## src/rtl/timestamped_position_interpolator_unit_assert.svh

```systemverilog
// ---------------------------------------------------------------------------
// Assertion macros for the timestamped position interpolator.
// Each macro expects clk and rst_n to exist in the scope where it is used.
// ---------------------------------------------------------------------------
`ifndef TIMESTAMPED_POSITION_INTERPOLATOR_UNIT_ASSERT_SVH
`define TIMESTAMPED_POSITION_INTERPOLATOR_UNIT_ASSERT_SVH

// Same-cycle implication.
`define TPI_ASSERT_IMP(lbl, ant, con) \
  lbl: assert property (@(posedge clk) disable iff (!rst_n) (ant) |-> (con)) \
    else $error("tpi: assertion failed");

// Next-cycle implication.
`define TPI_ASSERT_NXT(lbl, ant, con) \
  lbl: assert property (@(posedge clk) disable iff (!rst_n) (ant) |=> (con)) \
    else $error("tpi: assertion failed");

`endif

```

## src/rtl/tpi_pkg.sv

```systemverilog
// ---------------------------------------------------------------------------
// tpi_pkg
// Shared types, codes and arithmetic helpers of the position interpolator.
// ---------------------------------------------------------------------------
`default_nettype none

package tpi_pkg;

  localparam int DEPTH_DEF = 16;

  // Configuration register indexes and reset values.
  localparam logic CFG_DELAY = 1'b0;
  localparam logic CFG_STALE = 1'b1;
  localparam logic [15:0] DELAY_RST = 16'd6;
  localparam logic [15:0] STALE_RST = 16'd60;

  // Command codes.
  localparam logic [2:0] CMD_PUSH    = 3'd0;
  localparam logic [2:0] CMD_ADVANCE = 3'd1;
  localparam logic [2:0] CMD_SET     = 3'd2;
  localparam logic [2:0] CMD_RESTART = 3'd3;
  localparam logic [2:0] CMD_CLEAR   = 3'd4;

  // Status codes.
  localparam logic [1:0] ST_OK     = 2'd0;
  localparam logic [1:0] ST_REJECT = 2'd1;
  localparam logic [1:0] ST_FULL   = 2'd2;

  // Divider operand widths: |num| << 16 over a positive tick span.
  localparam int DIV_NUM_W = 49;
  localparam int DIV_DEN_W = 33;

  // Progress clamp, 2^24.
  localparam logic [DIV_NUM_W-1:0] P_CLAMP = DIV_NUM_W'(1) << 24;

  typedef enum logic [3:0] {
    S_IDLE,
    S_INS_RD,
    S_INS_CHK,
    S_INS_PUT,
    S_WALK_RD,
    S_WALK_CHK,
    S_COPY_RD,
    S_COPY_CHK,
    S_INTERP,
    S_DIV_WAIT,
    S_MUL_X,
    S_MUL_Y,
    S_BLEND_Y
  } state_t;

  // Saturate a wide signed value to the signed 32-bit range.
  function automatic logic signed [31:0] sat32(input logic signed [43:0] v);
    logic signed [43:0] hi;
    logic signed [43:0] lo;
    hi = 44'sd2147483647;
    lo = -44'sd2147483648;
    if (v > hi) begin
      sat32 = 32'sh7FFF_FFFF;
    end else if (v < lo) begin
      sat32 = 32'sh8000_0000;
    end else begin
      sat32 = v[31:0];
    end
  endfunction

  // a + trunc(prod / 65536), saturated.
  function automatic logic signed [31:0] blend_fn(input logic signed [31:0] a,
                                                  input logic signed [58:0] prod);
    logic signed [58:0] adj;
    logic signed [58:0] q;
    adj = prod + ((prod < 0) ? 59'sd65535 : 59'sd0);
    q = adj >>> 16;
    blend_fn = sat32(44'(a) + $signed(q[43:0]));
  endfunction

endpackage

`default_nettype wire

```

## src/rtl/tpi_div.sv

```systemverilog
// ---------------------------------------------------------------------------
// tpi_div
// Restoring unsigned divider, one quotient bit per cycle.
// ---------------------------------------------------------------------------
`default_nettype none

module tpi_div
  import tpi_pkg::*;
(
  input  wire                   clk,
  input  wire                   rst_n,
  input  wire                   start,
  input  wire [DIV_NUM_W-1:0]   num,
  input  wire [DIV_DEN_W-1:0]   den,
  output logic [DIV_NUM_W-1:0]  quo,
  output logic                  done
);

  localparam int CNT_W = $clog2(DIV_NUM_W + 1);

  logic [DIV_NUM_W-1:0] num_r, num_nxt;
  logic [DIV_DEN_W-1:0] rem_r, rem_nxt;
  logic [DIV_DEN_W-1:0] den_r, den_nxt;
  logic [CNT_W-1:0]     cnt_r, cnt_nxt;
  logic                 run_r, run_nxt;
  logic                 done_r, done_nxt;
  logic [DIV_DEN_W:0]   sh;
  logic                 qbit;

  always_comb begin
    num_nxt  = num_r;
    rem_nxt  = rem_r;
    den_nxt  = den_r;
    cnt_nxt  = cnt_r;
    run_nxt  = run_r;
    done_nxt = 1'b0;
    sh       = {rem_r, num_r[DIV_NUM_W-1]};
    qbit     = (sh >= {1'b0, den_r});
    if (start) begin
      num_nxt = num;
      den_nxt = den;
      rem_nxt = '0;
      cnt_nxt = CNT_W'(DIV_NUM_W);
      run_nxt = 1'b1;
    end else if (run_r) begin
      rem_nxt = qbit ? DIV_DEN_W'(sh - {1'b0, den_r}) : sh[DIV_DEN_W-1:0];
      num_nxt = {num_r[DIV_NUM_W-2:0], qbit};
      cnt_nxt = cnt_r - CNT_W'(1);
      if (cnt_r == CNT_W'(1)) begin
        run_nxt  = 1'b0;
        done_nxt = 1'b1;
      end
    end
  end

  always_ff @(posedge clk) begin
    if (!rst_n) begin
      run_r  <= 1'b0;
      done_r <= 1'b0;
      cnt_r  <= '0;
    end else begin
      run_r  <= run_nxt;
      done_r <= done_nxt;
      cnt_r  <= cnt_nxt;
    end
    num_r <= num_nxt;
    rem_r <= rem_nxt;
    den_r <= den_nxt;
  end

  assign quo  = num_r;
  assign done = done_r;

endmodule

`default_nettype wire

```

## config.mk

```make
export PLATFORM = sky130hd
export DESIGN_NAME = tpi_div
export DESIGN_NICKNAME = d
export VERILOG_FILES = /design/src/rtl/timestamped_position_interpolator_unit_assert.svh /design/src/rtl/tpi_pkg.sv /design/src/rtl/tpi_div.sv
export SDC_FILE = /design/constraint.sdc
export NUM_CORES = 1
export LEC_CHECK = 0
export ABC_AREA = 1
export ABC_CLOCK_PERIOD_IN_PS = 4000
export BUFFER_PORTS_ARGS = -buffer_cell sky130_fd_sc_hd__buf_2
export CORE_ASPECT_RATIO = 0.6
export CORE_MARGIN = 8
export CORE_UTILIZATION = 40
export CTS_CLUSTER_DIAMETER = 40
export DETAILED_ROUTE_END_ITERATION = 16
export SLEW_MARGIN = 20
export SYNTH_ARGS = -nofsm -noshare
export SYNTH_HDL_FRONTEND = slang
export SYNTH_SLANG_ARGS = --single-unit
```

## constraint.sdc

```tcl
create_clock -name clk -period 4 [get_ports clk]
set_input_delay 0.6 -clock clk [delete_from_list [all_inputs] [get_ports clk]]
set_output_delay 0.6 -clock clk [all_outputs]
set_load 0.01 [all_outputs]
```

Word-level counts from Yosys, hierarchy flattened
Cells that the tools add are included.
- reductions and logical operators: 3
- order comparisons: 1
- equal/unequal tests: 1
- add/sub/neg operators: 2
- muxes and demuxes: 9
- bitwise gates (word level): 2
- operators by type and width (cell ; count):
    $mux W49 ; 2
    $ge A34 B33 Y1 ; 1
    $mux W33 ; 1
    $sub A33 B33 Y33 ; 1
    $mux W6 ; 2
    $eq A6 B1 Y1 const B ; 1
    $sub A6 B1 Y6 const B ; 1
    $mux W1 ; 4
    $reduce_or A3 Y1 ; 1
    $not A1 Y1 ; 2
    $reduce_bool A2 Y1 ; 1
    $reduce_or A2 Y1 ; 1
- bits of input ports: 85
- bits in registers: 123

Longest topological paths before layout
Gate-level depths: netlist of run 1.
- word-level depth: 4
- gate-level depth with buffers: 17

Worst setup path after synthesis of run 1
Ideal clock, no wire load.
- kind: input to register
- start: input start
- end: register num_r[0], in the netlist quo[0] (enable)
- path buffers: 2
- cell stages on the path: 4
- setup slack: 0.996 ns
- data arrival time: 2.570 ns
- path through: clkbuf_1 > nor2_1 > inv_1 > clkbuf_1
- word-level cells in the longest chain between the ends: 1
- RTL lines (item ; line ; RTL):
    start: declaration ; tpi_div.sv:12 ; input wire start,
    $reduce_bool A2 Y1 (no source line) ; n/a ;
    end signal: assignment ; tpi_div.sv:66 ; num_r <= num_nxt;
    end: declaration ; tpi_div.sv:21 ; logic [DIV_NUM_W-1:0] num_r, num_nxt;
No other way between the ends.
A chain may end at the register's enable or synchronous reset.

Final worst setup path of run 1
- start: register num_r[48], in the netlist quo[48]
- end: register rem_r[20]
- word-level cells in the longest chain between the ends: 2
- elaborated cells between the ends (all ways): 3
- RTL lines (item ; line ; RTL):
    $sub A33 B33 Y33 / $ge A34 B33 Y1 (equally long branches) ; tpi_div.sv:46, tpi_div.sv:38 ;
    $mux W33 (*) ; tpi_div.sv:46 ; rem_nxt = qbit ? DIV_DEN_W'(sh - {1'b0, den_r}) : sh[DIV_DEN_W-1:0];
    end signal: assignment ; tpi_div.sv:67 ; rem_r <= rem_nxt;
    end: declaration ; tpi_div.sv:22 ; logic [DIV_DEN_W-1:0] rem_r, rem_nxt;
Every way passes the cells marked *; elsewhere a longest branch is shown, timed or not.

==> reports/qor.yml, run 1 <==
worstHoldStart: "den[17]"
min_path_type: "input pin to flip-flop"
drt_wl_total_um: 22420
yosysTopAreaCellShare: 0.3133
final_nets: 1362
drc: 0
port-buffer-count: 134
worstPathCellList: "inv_1 > ha_1 > inv_1 > fa_1 > nand3_1 > nand3_2 > nand2_2 > nand2_2 > nand2_4 > nand2_4 > nand2_1 > nand3_1 > nand2_1"
n_antenna_cell: 0
p_sw_frac: 0.2450
rows: 39
synth_seq_cells: 123
hpwlAfterDp_um: 17010
tightestPinTransition_ps: 909.7
post_cts_buffers: 0
vias: 7044
power.density_mw_per_mm2: 391.6
crit_cells: 13
required_ps: 4360
grt-ovfl-total: 0
drtIter0Drc: 611
crit_type: "flip-flop to flip-flop"
synthesis.area_mm2: 0.007859
clockRootBuffer: "clkbuf_16"
seq_power_share: 0.409
core-area_mm2: 0.01913
arrival_ps: 3190
fmax_mhz: 353.2
p_clk_frac: 0.471
slowest_delay_ps: 460
cts_tree: "built"
whs_path_depth: 1
r2r_start: "quo[48]"
drv_cap: 0
placed_area_mm2: 0.008753
htreeDepth: 4
cts.sinks: 123
crit_family: "simple AND/OR/NAND/NOR gates"
clock_skew_ps: 7.186
ant_nets: 0
die_x_um: 197.0
yosys_warnings: 0
critical-path-slowest-cell: "fa_1"
drive_gt1_frac: 0.1668
cp.buffers_inverters: 2
grt_antenna_before_repair: 1
grt_pass1_vias: 6523
nFillCells: 1990
cts_buffers: 17
min_period_ps: 2831
rr_worst_depth: 13
yosysSeqAreaShare: 0.4178
ys_top_cells_by_area: "edfxtp_1 (31%), nand2_1 (22%), dfxtp_1 (10%), inv_1 (8.7%), ha_1 (5.6%)"
min_period_over_period: 0.7078
rsz0062_at_grt: "no"
firstDrtPassIters: 6
crit_path_end_kind: "flip-flop"
grt_usage: 0.1850
outcome: "completed"
yosysTopAreaCell: "edfxtp_1"
area_growth_pct: 19.68
syn-num-nets: 1231
synth_cell_types: 36
worstSetupStartpointType: "flip-flop"
finalSetupViolCount: 0
via_per_inst: 4.637
maxSlewHeadroom: 0.3935
avgSynthCellArea_um2: 7.080
path_max_fanout: 36
post_drt_wl_per_cell_um: 14.76
total_power_mw: 3.683
p_sw_mw: 0.9024
p_comb_frac: 0.120
crit_start: "quo[48]"
tns_ps: 0
clockBufferDepth: 2
ir_drop_mv: 0.2889
synthCells: 1110
clkLatencyLatePin_ps: 420
die_y_um: 124.6
dieArea_mm2: 0.02454
synth_edf_count: 82
p_leak_nw: 5.074
clk_pin_slew_ps: 60
ios: 135
fin_area_mm2: 0.009405
grt_pass1_wl_um: 36170
cts_hold_buf: 0
grt_start_max_net_pins: 64
async_flop_share: 0
finalHoldViolCount: 0
final-max-slew-violation-count: 0
start_util: 0.4108
intPower_mw: 2.781
post_cts_resize_count: 0
synth_ff_type: "edfxtp_1"
gp_congestion: 0.9163
[final cells by class]
cell class / count / area, µm² / area share
Multi-Input combinational cell: 766 / 3699 / 0.3932
Sequential cell: 123 / 3283 / 0.3491
Inverter: 194 / 728.2 / 0.07742
Timing Repair Buffer: 139 / 710.7 / 0.07556
Clock buffer: 18 / 429.2 / 0.04563
Tap cell: 266 / 332.8 / 0.03539
Clock inverter: 13 / 222.7 / 0.02368
[path summary, 6_finish.rpt]
kind                     to  slack, ps
hold / removal    den_r[17]        350
setup / recovery  rem_r[20]       1170
setup reg to reg  rem_r[20]       1170
hold reg to reg   rem_r[22]        470
[per-layer routing]
metal	global-route usage	wire [µm]	vias up
li1	-	-	3700
met1	0.2862	12100	3156
met2	0.2448	8447	173
met3	0.05774	1726	13
met4	0.03129	128	2
met5	0	16	-
[power groups by stage]
stage,clock network (mW),registers (mW),logic (mW)
final,1.73,1.50,0.444
after global routing,1.82,1.52,0.495
after CTS,1.76,1.51,0.445
after detailed placement,0,1.53,0.442
after global placement,0,1.53,0.443
after floorplan,0,1.55,0.233
[Yosys cell counts, types with 2 or more instances]
| cell | n |
|---|---|
| ha_1 | 35 |
| xor2_1 | 3 |
| a31oi_1 | 2 |
| dfxtp_1 | 41 |
| nand3_2 | 2 |
| nor2_4 | 4 |
| xnor2_1 | 14 |
| nor3_2 | 2 |
| inv_1 | 183 |
| o21ai_1 | 10 |
| nand3_1 | 83 |
| nand2_4 | 2 |
| nand3b_1 | 13 |
| inv_2 | 10 |
| o21bai_1 | 6 |
| buf_4 | 2 |
| nor3_1 | 4 |
| nor2_2 | 4 |
| buf_2 | 4 |
| edfxtp_1 | 82 |
| buf_6 | 5 |
| o21ai_0 | 8 |
| and2_1 | 5 |
| nand2_2 | 15 |
| a21oi_1 | 21 |
| nor2_1 | 50 |
| nand2_1 | 469 |
| clkbuf_1 | 15 |
| nand4_1 | 9 |
[state kept, by name, indices dropped and copies added (netlist names)]
signal  cells
quo        49
cnt_r       6
run_r       1
done        1
rem_r      33
den_r      33
[worst reg2reg max path, delay by kind of cell (launching register included)]
| family | cells | cell delay, ps |
|---|---|---|
| buffers and inverters | 2 | 210 |
| AND/OR/NAND/NOR | 9 | 1570 |
| flip-flops | 1 | 400 |
| adder cells (fa/ha/maj) | 2 | 610 |
[layout by cell type, fill, tap and decap left out, types with 6 or more instances in the layout]
| master | count |
|---|---|
| nand3b_1 | 13 |
| nand2_2 | 15 |
| dfxtp_1 | 41 |
| o21ai_0 | 8 |
| nand2_1 | 469 |
| xnor2_1 | 14 |
| inv_2 | 11 |
| o21ai_1 | 10 |
| nand3_1 | 83 |
| buf_2 | 133 |
| nand4_1 | 9 |
| bufinv_16 | 6 |
| a21oi_1 | 21 |
| clkbuf_16 | 17 |
| ha_1 | 35 |
| inv_1 | 182 |
| nor2_1 | 49 |
| o21bai_1 | 6 |
| edfxtp_1 | 82 |
| buf_4 | 6 |
[cells by family after synthesis]
group / after synthesis / synth area share
AO/OA/AOI/OAI: 49 / 0.03407
AND/OR/NAND/NOR: 664 / 0.3590
adder cells (fa/ha/maj): 36 / 0.05827
XOR/XNOR: 17 / 0.01895
flip-flops: 123 / 0.4178
buffers and inverters: 221 / 0.1119
[metrics by stage]
step                hold slack, ps  std cells  setup WS (ps)    util
finish                       353.0       1519           1169  0.4917
global route                 330.5       1519          906.1  0.4917
CTS                          340.2       1519           1180  0.4917
detailed placement           459.1       1488           1207  0.4576
global placement             455.0       1488           1253  0.4576
floorplan                    443.6       1110          996.0       -
No activity file was read; power rests on OpenSTA's default activity.
==> inputs of run 2 (changes only) <==
ABC_CLOCK_PERIOD_IN_PS = 2900   (was 4000)
clock period = 2.9 ns   (was 4 ns; I/O delays follow)
==> run 2 against run 1 <==
  * Final area down 0.17%
  * Total power increased by 30%
  * First-iteration DRC count decreased by 0.49%
  * Sequential share of layout area increased by 0.060 points
  * Non-clock buffer count is 6 higher
  * Global-route usage up 0.16 points
  * Via count rose by 1.9%
  * Sequential power up 39%
  * Critical path depth is the same
  * Count of clock-buffer cells in the layout rose by 6
  * Setup slack worse by 810 ps
  * Register-to-register slack lost 810 ps
  * Critical path type unchanged
  * Largest power group unchanged
==> reports/qor.yml, run 2 (synthesis results as in run 1) <==
die_y_um: 124.6  # unchanged
grt_antenna_before_repair: 0  # -1
drtIter0Drc: 608  # -0.49%
htreeDepth: 4  # unchanged
drive_gt1_frac: 0.1690  # +0.002248
finalHoldViolCount: 0  # unchanged
r2r_start: "quo[48]"
min_path_type: "input pin to flip-flop"
critical-path-slowest-cell: "fa_1"
port-buffer-count: 134  # unchanged
drc: 0  # unchanged
reg2reg_slack_ps: 360  # -810 ps
met3_usage: 0.04938  # -0.008365
ir_drop_mv: 0.4132  # +43%
hpwlAfterDp_um: 17260  # +1.4%
arrival_ps: 2920  # -270 ps
maxSlewHeadroom: 0.4371  # +0.04356
finalSetupViolCount: 0  # unchanged
final_nets: 1368  # +0.44%
final-max-slew-violation-count: 0  # unchanged
clockBufferDepth: 2  # unchanged
firstDrtPassIters: 5  # -1
clock_skew_ps: 12.73  # +5.539 ps
dieArea_mm2: 0.02454  # unchanged
min_period_over_period: 0.8771  # +0.1693
power.density_mw_per_mm2: 510.0  # +30%
post_cts_resize_count: 0  # unchanged
cts.sinks: 123  # unchanged
outcome: "completed"
crit_type: "flip-flop to flip-flop"
rsz0062_at_grt: "no"
vias: 7179  # +1.9%
min_period_ps: 2544  # -287.5 ps
most-common-layout-cells: "nand2_1 (469), inv_1 (182), buf_2 (133), nand3_1 (83), edfxtp_1 (82)"
whs_ps: 170.7  # -182.3 ps
clk_pin_slew_ps: 60  # about the same
crit_path_end_kind: "flip-flop"
worstSetupStartpointType: "flip-flop"
cts_hold_buf: 0  # unchanged
die_x_um: 197.0  # unchanged
required_ps: 3280  # -1080 ps
clkLatencyLatePin_ps: 440  # +20 ps
rows: 39  # unchanged
area_growth_pct: 19.47
cts_buffers: 17  # unchanged
grt_pass1_wl_um: 36160  # about the same
post_drt_wl_per_cell_um: 14.77  # about the same
timing.rr.end: "rem_r[19]"
n_antenna_cell: 0  # unchanged
start_util: 0.4108  # unchanged
grt_usage: 0.1866  # +0.001589
gr-usage-met1: 0.2922  # +0.005992
ios: 135  # unchanged
drt_wl_total_um: 22540  # +0.54%
fmax_mhz: 393.1  # +11%
grt-ovfl-total: 0  # unchanged
grt_start_max_net_pins: 74  # +16%
ant_nets: 0  # unchanged
via_per_inst: 4.704  # +1.4%
path_max_fanout: 32  # -11%
drv_cap: 0  # unchanged
grt_pass1_vias: 6473  # -0.77%
slowest_delay_ps: 450  # about the same
core-area_mm2: 0.01913  # unchanged
cp-endpoint: "rem_r[19]"
post_cts_buffers: 0  # unchanged
grtUsageMet2: 0.2405  # -0.004270
tns_ps: 0  # unchanged
crit_start: "quo[48]"
top_usage_layer: "met1"
gp_congestion: 0.9422  # +2.8%
rr_worst_depth: 13  # unchanged
worstPathCellList: "inv_1 > ha_1 > inv_1 > fa_1 > nand3_1 > nand3_2 > nand2_2 > nand2_2 > nand2_4 > nand2_4 > nand2_1 > nand3_1 > nand2_1"
tightestPinTransition_ps: 844.4  # -65.34 ps
cts_tree: "built"
clockRootBuffer: "clkbuf_16"
p_leak_nw: 5.070  # about the same
layout_commonest_cell: "nand2_1"
largest_reg_flops: 49  # unchanged
==> run 2: area by class of cell <==
| type | instances | area (µm²) |
|---|---|---|
| fillers | 1980 | 9739 |
| flip-flops and latches | 123 | 3283 |
| clock inverters | 8 | 93.84 |
| well taps | 266 | 332.8 |
| multi-input cells | 766 | 3699 |
| inverters | 194 | 728.2 |
| clock buffers | 24 | 471.7 |
| repair buffers | 145 | 780.7 |
==> run 2: where the power goes <==
| group | total (mW) | switching (mW) | internal, mW | leakage [nW] |
|---|---|---|---|---|
| logic | 0.620 | 0.397 | 0.223 | 3.64 |
| clock network | 2.09 | 0.790 | 1.30 | 0.272 |
| registers | 2.08 | 0.0589 | 2.02 | 1.16 |
==> run 2: how the worst min path moves through the flow <==
| stage | start | to | slack [ps] | cells past startpoint |
|---|---|---|---|---|
| after floorplan | rem_r[11] | rem_r[11] | 440 | 2 |
| after global placement | rem_r[16] | rem_r[16] | 460 | 2 |
| after detailed placement | rem_r[12] | rem_r[12] | 460 | 2 |
| after CTS | den[7] | den_r[7] | 150 | 1 |
| after global routing | den[23] | den_r[23] | 150 | 1 |
| final | den[7] | den_r[7] | 170 | 1 |
==> run 2: per-stage QoR <==
stage	worst slack [ps]	instance area, µm²	utilization	total power [mW]	std cells
6_report	356.3	9389	0.4908	4.788	1526
5_1_grt	197.1	9389	0.4908	4.998	1526
4_1_cts	370.6	9389	0.4908	4.836	1526
3_5_place_dp	409.4	8823	0.4613	2.730	1494
3_3_place_gp	525.3	8823	0.4613	2.728	1494
2_1_floorplan	61.04	7859	-	2.462	1110
==> run 2: routing by layer <==
metal	wire, µm	vias up	share of wire
met5	0	-	0
met4	236	0	0.010
met3	1696	23	0.075
met2	8405	200	0.37
met1	12200	3249	0.54
li1	-	3707	-
==> run 2: critical path, delay by kind of cell, from the launching register on <==
kind	cells	cell delay, ps
DFF	1	410
buffers and inverters	2	160
adders and majority gates	2	590
and+or+nand+nor	9	1310
==> inputs of run 3 (changes only) <==
PLACE_DENSITY = 0.67   (was default)
==> run 3 against run 2 <==
  * Worst hold slack improved by 20 ps
  * Critical path depth unchanged
  * Final cell count is essentially flat
  * Wire length decreased by 1.1%
  * Clock skew decreased by 1.2 ps
  * Largest cell class unchanged
  * Setup slack better by 67 ps
  * Critical path type unchanged
  * Flip-flop and latch count unchanged
  * Final area is 0.35% lower
==> reports/qor.yml, run 3 (synthesis results as in run 1) <==
drv_cap: 0  # unchanged
min_period_over_period: 0.8541  # -0.02307
die_y_um: 124.6  # unchanged
arrival_ps: 2840  # -80 ps
rr_worst_depth: 13  # unchanged
port-buffer-count: 134  # unchanged
finalHoldViolCount: 0  # unchanged
final_nets: 1367  # -0.073%
min_period_ps: 2477  # -66.92 ps
clockBufferDepth: 2  # unchanged
grt_antenna_before_repair: 0  # unchanged
most-common-layout-cells: "nand2_1 (469), inv_1 (182), buf_2 (133), nand3_1 (83), edfxtp_1 (82)"
finalSetupViolCount: 0  # unchanged
clk_pin_slew_ps: 60  # about the same
p_leak_nw: 5.051  # -0.37%
fmax_mhz: 403.8  # +2.7%
worstSetupStartpointType: "flip-flop"
dieArea_mm2: 0.02454  # unchanged
cts_buffers: 17  # unchanged
maxSlewHeadroom: 0.6683  # +0.2312
drt_wl_total_um: 22290  # -1.1%
required_ps: 3260  # -20 ps
core-area_mm2: 0.01913  # unchanged
crit_path_end_kind: "flip-flop"
rows: 39  # unchanged
vias: 7152  # -0.38%
regArea_mm2: 0.003283  # unchanged
crit_family: "simple AND/OR/NAND/NOR gates"
drive_gt1_frac: 0.1708  # +0.001723
clkLatencyLatePin_ps: 420  # -20 ps
grt_start_max_net_pins: 68  # -8.1%
start_util: 0.4108  # unchanged
cts_tree: "built"
ios: 135  # unchanged
worstPathCellList: "inv_1 > ha_1 > inv_1 > fa_1 > nand3_1 > nand3_2 > nand2_2 > nand2_2 > nand2_4 > nand2_4 > nand3_1 > nand2_1 > nand2_1"
htreeDepth: 4  # unchanged
crit_cells: 13  # unchanged
drc: 0  # unchanged
n_antenna_cell: 0  # unchanged
hpwlAfterDp_um: 17290  # +0.22%
cp.buffers_inverters: 2  # unchanged
cts.sinks: 123  # unchanged
grt_pass1_wl_um: 36130  # about the same
layout_commonest_cell: "nand2_1"
final_core_util: 0.4891  # -0.001700
multi_input_area_mm2: 0.003699  # unchanged
post_cts_buffers: 0  # unchanged
die_x_um: 197.0  # unchanged
ir_drop_mv: 0.3934  # -4.8%
final-max-slew-violation-count: 0  # unchanged
largest_reg_flops: 49  # unchanged
clock_skew_ps: 11.54  # -1.184 ps
nFillCells: 1950  # -1.5%
grt_usage: 0.1854  # -0.001207
via_per_inst: 4.690  # -0.31%
clockRootBuffer: "clkbuf_16"
whs_path_depth: 1  # unchanged
post_drt_wl_per_cell_um: 14.62  # -1.0%
rsz0062_at_grt: "no"
area_growth_pct: 19.06
drtIter0Drc: 737  # +21%
outcome: "completed"
cts_hold_buf: 0  # unchanged
grt-ovfl-total: 0  # unchanged
crit_type: "flip-flop to flip-flop"
firstDrtPassIters: 5  # unchanged
path_max_fanout: 32  # unchanged
critical-path-slowest-cell: "fa_1"
tns_ps: 0  # unchanged
power.density_mw_per_mm2: 497.8  # -2.4%
gp_congestion: 0.9513  # +0.97%
tightestPinTransition_ps: 495.7  # -348.7 ps
min_path_type: "input pin to flip-flop"
grt_pass1_vias: 6586  # +1.7%
ant_nets: 0  # unchanged
slowest_delay_ps: 450  # about the same
post_cts_resize_count: 0  # unchanged
-- run 3: cell types whose count changed in the layout (fill, tap and decap cells not counted), moves of 2 or more --
cell | previous run | this run
clkbuf_1 | 5 | 3
clkbuf_8 | 2 | 0
clkinv_2 | 3 | 5
clkinv_4 | 0 | 2
-- run 3: final timing paths --
path,from,to,slack [ps]
min reg2reg,rem_r[16],rem_r[16],470
min,den[18],den_r[18],190
max,quo[48],rem_r[29],420
max reg2reg,quo[48],rem_r[29],420
-- run 3: metrics by stage --
step / hold WS (ps) / instance area, µm² / cells / worst slack [ps] / total power [mW]
global placement: 459.1 / 8816 / 1493 / 518.6 / 2.721
finish: 190.4 / 9356 / 1525 / 423.2 / 4.657
detailed placement: 463.5 / 8816 / 1493 / 437.6 / 2.731
floorplan: 443.6 / 7859 / 1110 / 61.04 / 2.462
global route: 170.8 / 9356 / 1525 / 219.0 / 4.859
CTS: 173.2 / 9356 / 1525 / 425.5 / 4.704
-- run 3: layout make-up --
| type | instances | area share |
|---|---|---|
| multi-input combinational | 766 | 0.3953 |
| sequential | 123 | 0.3509 |
| inverter | 194 | 0.07783 |
| clock inverter | 12 | 0.01110 |
| clock buffer | 20 | 0.04667 |
| timing repair buffer | 144 | 0.08264 |
| tap | 266 | 0.03557 |
-- run 3: metal layers --
| metal | global-route usage | vias up | wire (µm) |
|---|---|---|---|
| met4 | 0.04099 | 0 | 129 |
| met3 | 0.03670 | 17 | 1753 |
| li1 | - | 3711 | - |
| met1 | 0.2922 | 3191 | 11730 |
| met2 | 0.2503 | 233 | 8681 |
| met5 | 0 | - | 0 |
-- run 3: power by group --
part,internal [mW],leakage [nW],switching (mW)
Sequential,2.02,1.16,0.0559
Combinational,0.223,3.63,0.401
Clock,1.17,0.260,0.787
Total,3.41,5.05,1.24
